$ cat src/design/psgt_pkg.sv
// ---------------------------------------------------------------------------
// Packet sequence gap tracker package
// Item types, verdict codes and sizing constants shared by the tracker.
// ---------------------------------------------------------------------------
package psgt_pkg;

    localparam int HEADER_BYTES = 20;
    localparam int QUEUE_DEPTH = 4;
    localparam int QUEUE_AW = $clog2(QUEUE_DEPTH);

    localparam logic [15:0] COUNT_HEARTBEAT = 16'h0000;
    localparam logic [15:0] COUNT_END = 16'hFFFF;

    typedef enum logic [2:0] {
        VERDICT_APPLIED   = 3'd0,
        VERDICT_MALFORMED = 3'd1,
        VERDICT_END       = 3'd2,
        VERDICT_HEARTBEAT = 3'd3,
        VERDICT_DUPLICATE = 3'd4
    } verdict_t;

    typedef struct packed {
        logic [15:0] packet_length;
        logic [15:0] session_high;
        logic [63:0] session_low;
        logic [63:0] sequence_number;
        logic [15:0] msg_count;
        logic [15:0] blocks_found;
        logic        payload_consumed;
    } packet_t;

    typedef struct packed {
        verdict_t    verdict;
        logic        gap_found;
        logic [63:0] gap_first;
        logic [63:0] gap_length;
        logic        session_changed;
        logic [15:0] deliver_count;
        logic [63:0] expected_next;
        logic [63:0] last_applied;
        logic        end_seen;
        logic [31:0] gap_events;
        logic [63:0] lost_messages;
    } result_t;

    typedef struct packed {
        logic        short_packet;
        logic        is_end;
        logic        is_heartbeat;
        logic        framing_ok;
        logic [15:0] session_high;
        logic [63:0] session_low;
        logic [63:0] sequence_number;
        logic [15:0] msg_count;
    } work_t;

endpackage

$ cat src/design/psgt_front.sv
// ---------------------------------------------------------------------------
// Packet sequence gap tracker front end
// Classifies each incoming header on the fields that need no stored state.
// ---------------------------------------------------------------------------
module psgt_front
(
    input  psgt_pkg::packet_t packet,
    output psgt_pkg::work_t   work
);
    import psgt_pkg::*;

    always_comb
    begin
        work.short_packet    = packet.packet_length < 16'(HEADER_BYTES);
        work.is_end          = packet.msg_count == COUNT_END;
        work.is_heartbeat    = packet.msg_count == COUNT_HEARTBEAT;
        work.framing_ok      = packet.payload_consumed
                               && (packet.blocks_found == packet.msg_count);
        work.session_high    = packet.session_high;
        work.session_low     = packet.session_low;
        work.sequence_number = packet.sequence_number;
        work.msg_count       = packet.msg_count;
    end

endmodule

$ cat src/design/psgt_queue.sv
// ---------------------------------------------------------------------------
// Packet sequence gap tracker queue
// Short first-in first-out buffer of classified items between front and back.
// ---------------------------------------------------------------------------
module psgt_queue
(
    input  logic            clk,
    input  logic            rst_n,
    input  logic            push,
    input  psgt_pkg::work_t push_item,
    output logic            full,
    input  logic            pop,
    output logic            empty,
    output psgt_pkg::work_t head
);
    import psgt_pkg::*;

    work_t                slot_reg [QUEUE_DEPTH];
    logic [QUEUE_AW-1:0]  wr_ptr_reg;
    logic [QUEUE_AW-1:0]  wr_ptr_next;
    logic [QUEUE_AW-1:0]  rd_ptr_reg;
    logic [QUEUE_AW-1:0]  rd_ptr_next;
    logic [QUEUE_AW:0]    count_reg;
    logic [QUEUE_AW:0]    count_next;

    assign full  = count_reg == (QUEUE_AW + 1)'(QUEUE_DEPTH);
    assign empty = count_reg == '0;
    assign head  = slot_reg[rd_ptr_reg];

    always_comb
    begin
        wr_ptr_next = wr_ptr_reg;
        rd_ptr_next = rd_ptr_reg;
        count_next  = count_reg;
        if (push)
        begin
            wr_ptr_next = (wr_ptr_reg == QUEUE_AW'(QUEUE_DEPTH - 1)) ? '0
                          : wr_ptr_reg + 1'b1;
        end
        if (pop)
        begin
            rd_ptr_next = (rd_ptr_reg == QUEUE_AW'(QUEUE_DEPTH - 1)) ? '0
                          : rd_ptr_reg + 1'b1;
        end
        if (push && !pop)
        begin
            count_next = count_reg + 1'b1;
        end
        else if (pop && !push)
        begin
            count_next = count_reg - 1'b1;
        end
    end

    always_ff @(posedge clk or negedge rst_n)
    begin
        if (!rst_n)
        begin
            wr_ptr_reg <= '0;
            rd_ptr_reg <= '0;
            count_reg  <= '0;
        end
        else
        begin
            wr_ptr_reg <= wr_ptr_next;
            rd_ptr_reg <= rd_ptr_next;
            count_reg  <= count_next;
        end
    end

    always_ff @(posedge clk)
    begin
        if (push)
        begin
            slot_reg[wr_ptr_reg] <= push_item;
        end
    end

endmodule

$ cat src/design/psgt_back.sv
// ---------------------------------------------------------------------------
// Packet sequence gap tracker back end
// Holds the session and sequence state, applies one item per cycle while its
// result is not stalled, and registers the result.
// ---------------------------------------------------------------------------
module psgt_back
(
    input  logic              clk,
    input  logic              rst_n,
    input  logic              item_ready,
    input  psgt_pkg::work_t   work,
    output logic              take,
    output logic              result_valid,
    input  logic              result_ready,
    output psgt_pkg::result_t result
);
    import psgt_pkg::*;

    logic        started_reg;
    logic        started_next;
    logic [15:0] session_high_reg;
    logic [15:0] session_high_next;
    logic [63:0] session_low_reg;
    logic [63:0] session_low_next;
    logic [63:0] expected_reg;
    logic [63:0] expected_next;
    logic [63:0] last_reg;
    logic [63:0] last_next;
    logic        end_reg;
    logic        end_next;
    logic [31:0] gap_events_reg;
    logic [31:0] gap_events_next;
    logic [63:0] lost_reg;
    logic [63:0] lost_next;
    logic        valid_reg;
    logic        valid_next;
    result_t     result_reg;
    result_t     result_next;

    logic        session_differs;
    logic        new_session;
    logic [63:0] expected_eff;
    logic        ahead;
    logic        behind;
    logic [63:0] distance;
    logic        gap;
    verdict_t    verdict;
    logic        changed;
    logic [15:0] deliver;

    assign take         = item_ready && (!valid_reg || result_ready);
    assign result_valid = valid_reg;
    assign result       = result_reg;

    assign session_differs = (work.session_high != session_high_reg)
                             || (work.session_low != session_low_reg);
    assign new_session     = !started_reg || session_differs;
    assign expected_eff    = new_session ? work.sequence_number : expected_reg;
    assign ahead           = work.sequence_number > expected_eff;
    assign behind          = work.sequence_number < expected_eff;
    assign distance        = work.sequence_number - expected_eff;

    always_comb
    begin
        started_next      = started_reg;
        session_high_next = session_high_reg;
        session_low_next  = session_low_reg;
        expected_next     = expected_reg;
        last_next         = last_reg;
        end_next          = end_reg;
        gap_events_next   = gap_events_reg;
        lost_next         = lost_reg;
        verdict           = VERDICT_MALFORMED;
        gap               = 1'b0;
        changed           = 1'b0;
        deliver           = '0;

        if (!work.short_packet)
        begin
            started_next      = 1'b1;
            session_high_next = work.session_high;
            session_low_next  = work.session_low;
            expected_next     = expected_eff;
            changed           = started_reg && session_differs;
            if (work.is_end)
            begin
                verdict   = VERDICT_END;
                gap       = ahead;
                end_next  = 1'b1;
                last_next = work.sequence_number;
                if (ahead)
                begin
                    expected_next = work.sequence_number;
                end
            end
            else if (work.is_heartbeat)
            begin
                verdict = VERDICT_HEARTBEAT;
            end
            else if (behind)
            begin
                verdict = VERDICT_DUPLICATE;
            end
            else if (!work.framing_ok)
            begin
                verdict = VERDICT_MALFORMED;
            end
            else
            begin
                verdict       = VERDICT_APPLIED;
                gap           = ahead;
                last_next     = work.sequence_number;
                deliver       = work.msg_count;
                expected_next = work.sequence_number + {48'd0, work.msg_count};
            end
        end

        if (gap)
        begin
            gap_events_next = (gap_events_reg == '1) ? gap_events_reg
                              : gap_events_reg + 1'b1;
            lost_next       = lost_reg + distance;
        end

        result_next.verdict         = verdict;
        result_next.gap_found       = gap;
        result_next.gap_first       = gap ? expected_eff : '0;
        result_next.gap_length      = gap ? distance : '0;
        result_next.session_changed = changed;
        result_next.deliver_count   = deliver;
        result_next.expected_next   = expected_next;
        result_next.last_applied    = last_next;
        result_next.end_seen        = end_next;
        result_next.gap_events      = gap_events_next;
        result_next.lost_messages   = lost_next;

        valid_next = take || (valid_reg && !result_ready);
    end

    always_ff @(posedge clk or negedge rst_n)
    begin
        if (!rst_n)
        begin
            started_reg      <= 1'b0;
            session_high_reg <= '0;
            session_low_reg  <= '0;
            expected_reg     <= '0;
            last_reg         <= '0;
            end_reg          <= 1'b0;
            gap_events_reg   <= '0;
            lost_reg         <= '0;
            valid_reg        <= 1'b0;
        end
        else
        begin
            valid_reg <= valid_next;
            if (take)
            begin
                started_reg      <= started_next;
                session_high_reg <= session_high_next;
                session_low_reg  <= session_low_next;
                expected_reg     <= expected_next;
                last_reg         <= last_next;
                end_reg          <= end_next;
                gap_events_reg   <= gap_events_next;
                lost_reg         <= lost_next;
            end
        end
    end

    always_ff @(posedge clk)
    begin
        if (take)
        begin
            result_reg <= result_next;
        end
    end

endmodule

$ cat src/design/packet_sequence_gap_tracker_top.sv
// ---------------------------------------------------------------------------
// Packet sequence gap tracker
// Checks packet headers for session changes, duplicates, framing errors and
// sequence gaps, and reports one result item per packet item.
//
//   Channel   Handshake                    Payload
//   packet    packet_valid / packet_ready  packet (psgt_pkg::packet_t)
//   result    result_valid / result_ready  result (psgt_pkg::result_t)
//
// One item per cycle is sustained while results are not stalled; the back end
// updates its state as it takes each item.
// A packet item is written into the queue, and its result item is registered
// in the back end when the back end takes it from the queue.
// The four-entry queue lets packets keep arriving while results are stalled.
// Reset clears all session and sequence state and empties the queue.
// ---------------------------------------------------------------------------
module packet_sequence_gap_tracker_top
(
    input  logic              clk,
    input  logic              rst_n,
    input  logic              packet_valid,
    output logic              packet_ready,
    input  psgt_pkg::packet_t packet,
    output logic              result_valid,
    input  logic              result_ready,
    output psgt_pkg::result_t result
);
    import psgt_pkg::*;

    work_t front_work;
    work_t queue_head;
    logic  queue_full;
    logic  queue_empty;
    logic  push;
    logic  take;

    assign packet_ready = !queue_full;
    assign push         = packet_valid && packet_ready;

    psgt_front u_front
    (
        .packet (packet),
        .work   (front_work)
    );

    psgt_queue u_queue
    (
        .clk       (clk),
        .rst_n     (rst_n),
        .push      (push),
        .push_item (front_work),
        .full      (queue_full),
        .pop       (take),
        .empty     (queue_empty),
        .head      (queue_head)
    );

    psgt_back u_back
    (
        .clk          (clk),
        .rst_n        (rst_n),
        .item_ready   (!queue_empty),
        .work         (queue_head),
        .take         (take),
        .result_valid (result_valid),
        .result_ready (result_ready),
        .result       (result)
    );

endmodule

$ cat config.mk
export PLATFORM = sky130hd
export DESIGN_NAME = packet_sequence_gap_tracker_top
export DESIGN_NICKNAME = d
export VERILOG_FILES = /design/src/design/psgt_pkg.sv /design/src/design/psgt_front.sv /design/src/design/psgt_queue.sv /design/src/design/psgt_back.sv /design/src/design/packet_sequence_gap_tracker_top.sv
export SDC_FILE = /design/constraint.sdc
export NUM_CORES = 2
export LEC_CHECK = 0
export BUFFER_PORTS_ARGS = -buffer_cell sky130_fd_sc_hd__buf_4
export CORE_MARGIN = 2
export CORE_UTILIZATION = 50
export DETAILED_ROUTE_END_ITERATION = 8
export PLACE_DENSITY = 0.79
export SLEW_MARGIN = 25
export SYNTH_ARGS = -nofsm -noshare
export SYNTH_HDL_FRONTEND = slang
export SYNTH_SLANG_ARGS = --single-unit
$ cat constraint.sdc
create_clock -name clk -period 24.2 [get_ports clk]
set_clock_uncertainty 0.1 [all_clocks]
set_input_delay 4.84 -clock clk [delete_from_list [all_inputs] [get_ports clk]]
set_output_delay 4.84 -clock clk [all_outputs]
set_load 0.01 [all_outputs]
==> metrics.txt <==
status=finished clean; clock buffer depth=3; most frequent cell after synthesis=edfxtp_1; Port Buffers=570; Mapped Cells=4762; Initial Utilization=0.502; RSZ-0062 raised after global routing=false; commonest cells in the netlist=1030 x edfxtp_1, 640 x nand2_1, 314 x dfrtp_1; First-pass DRT Iterations=6; CTS tree=done; routed len/inst=25.0 um; Synth Flop Type=edfxtp_1; clock sink count=1344; highest net fanout along the worst path=44; vias in the first global route=40700; H-tree Lvls=4; setup_tns=0 ns; nets=5648; Reg clk slew, reported paths=0.06 ns; Total GRT Usage=0.272; GPL Wtd Cong=0.983; most used cell, CP=a21oi_1; CP max-delay cell=dfrtp_4; fraction of layout cells with a size suffix above 1=0.218; type of the most critical hold path=reg2reg; worst-margin pin slew=1.09 ns; number of synthesized register bits=1344; Max-cap violations=0; relative slew slack=0.272; Area Overhead vs Synth=16.7%; Detailed Place HPWL=124 mm; initial antenna violation count=27; total grt overflow=0; Final setup viols=0; Worst Path Arrival=13.62 ns; die width=359 um; Worst-Skew Late Latency=0.78 ns; pin count of the biggest net entering global routing=123; vias per inst=5.98; Reg2Reg Setup Slack=10.99 ns; Hold-fix buffers, CTS=0; CTS buffer count=139; FMAX=0.0757 GHz; CP Buf/Inv Count=3; number of synthesized flops with an enable pin=1030; Critical Path Sink Type=register; total die area=0.129 mm^2; cell taking the most area after synthesis=edfxtp_1; Slew Limit Fails=0; first-pass GRT wire length=260 mm; row count=130; Post-CTS Setup Bufs=0; yosys warns=0; CP endpoint=u_back.result[63]; post-synthesis adder-cell area fraction=0.0307; post-synthesis simple-gate area fraction=0.0983; Synth Area in Compound Gates=0.0862; CP required=24.61 ns; mapped cell area=0.0629 mm^2; reg2reg path depth=39; Final Critical Period=13.21 ns; hold depth=2; Total Routed Length=177 mm; Post-Place Cell Area=0.0689 mm^2; DRC=0; max reg flops=656; RR Startpoint=u_queue.rd_ptr_reg[0]; Net Count, Synth=5099; Root Driver=clkbuf_16; Final Instance Area=0.0734 mm^2; largest cells by area after synthesis=edfxtp_1 49%, dfrtp_1 12%, mux4_2 5.6%; Vias=42400; syn_area_per_cell=13.2 um^2; post-synthesis xor/xnor area fraction=0.0433; Yosys top cell area share=0.492; post-synthesis mux area share=0.104; ANT nets after route=0; CP Launch Point=u_queue.rd_ptr_reg[0]; Iteration-0 DRC Markers=4674; worst r2r dst=u_back.result[63]; main combinational cell family by area after synthesis=multiplexers; crit start category=register; register area share after synthesis=0.617; Worst path depth=39; Synth cell types=91; CTS resizes=0; final count of hold timing violations=0; CP top delay family=compound AO/OA/AOI/OAI gates; top-level I/O count=573; critical path class=reg2reg; Worst path max stage delay=0.96 ns; Final period util=0.546; asr flop ratio synth=0.234; Die Y=359 um; core box area=0.125 mm^2
## routing by layer
metal	wire length [um]	global-route usage
met2	82100	0.422
met3	16900	0.0628
met5	166	0
met4	7020	0.109
met1	71100	0.372
## cell usage in the layout, fill, tap and decap left out, types with 14 or more instances in the layout
cell and instances:
nor2b_1 20, a31oi_1 17, nand3_1 66, edfxtp_1 1030, nand2b_1 34, a21oi_1 224
mux2i_1 77, dfrtp_1 312, buf_4 626, ha_1 136, o21a_1 26, clkinv_2 16
or3_1 15, a21o_1 87, mux2_1 57, o21ai_1 34, mux2_2 144, a211oi_1 17
o21ai_0 194, nor2_1 263, maj3_1 15, clkbuf_16 143, o31ai_1 18, xnor2_1 221
inv_1 78, nand4_1 60, xor2_1 90, mux4_2 157, nor4_1 25, o22ai_1 25
o21bai_1 28, clkbuf_8 14, and3_1 51, clkbuf_1 47, nor3_1 62, nand2_1 639
a221oi_1 23, and2_1 82
## worst min path at each step
| stage | start | to |
|---|---|---|
| after floorplan | u_back.end_reg | u_back.end_reg |
| after global placement | u_back.last_reg[21] | u_back.last_reg[21] |
| after detailed placement | u_back.last_reg[23] | u_back.last_reg[23] |
| after CTS | u_back.last_reg[23] | u_back.last_reg[23] |
| after global routing | u_back.last_reg[46] | u_back.last_reg[46] |
| final | u_back.last_reg[24] | u_back.last_reg[24] |
## area by class of cell
type,instances,area (um^2)
multi-input cells,3114,22900
clock buffers,204,3950
flip-flops and latches,1344,38800
well taps,1650,2060
inverters,81,312
fillers,9628,51800
diodes,13,32.5
clock inverters,54,541
repair buffers,631,4780
## stage by stage
| stage | hold WS [ns] | setup WS (ns) | util | instances |
|---|---|---|---|---|
| 2_1_floorplan | 0.330 | 7.30 | - | 4762 |
| 3_3_place_gp | 0.362 | 11.28 | 0.550 | 6820 |
| 3_5_place_dp | 0.373 | 11.06 | 0.550 | 6820 |
| 4_1_cts | 0.387 | 11.01 | 0.586 | 7078 |
| 5_1_grt | 0.401 | 10.10 | 0.586 | 7086 |
| 6_report | 0.384 | 10.99 | 0.586 | 7091 |
## logic make-up after synthesis
| family | Yosys count |
|---|---|
| xor gates and xnor gates | 311 |
| buffers and inverters | 304 |
| and+or+nand+nor | 1365 |
| adders and majority gates | 155 |
| muxes | 435 |
| DFF | 1344 |
| AOI/OAI and AO/OA | 848 |
## worst register-to-register path: cells and delay by family (launching register included)
kind,cells,cell delay [ns]
fa+ha+maj,2,0.86
simple gates,9,2.99
xor+xnor,3,0.70
flops,1,0.96
buf+inv,3,1.18
mux,2,1.13
compound gates,20,5.01
Power is left out: the tool's default activity adds up to more than one toggle a clock period on the data nets, which glitch-free logic cannot reach.
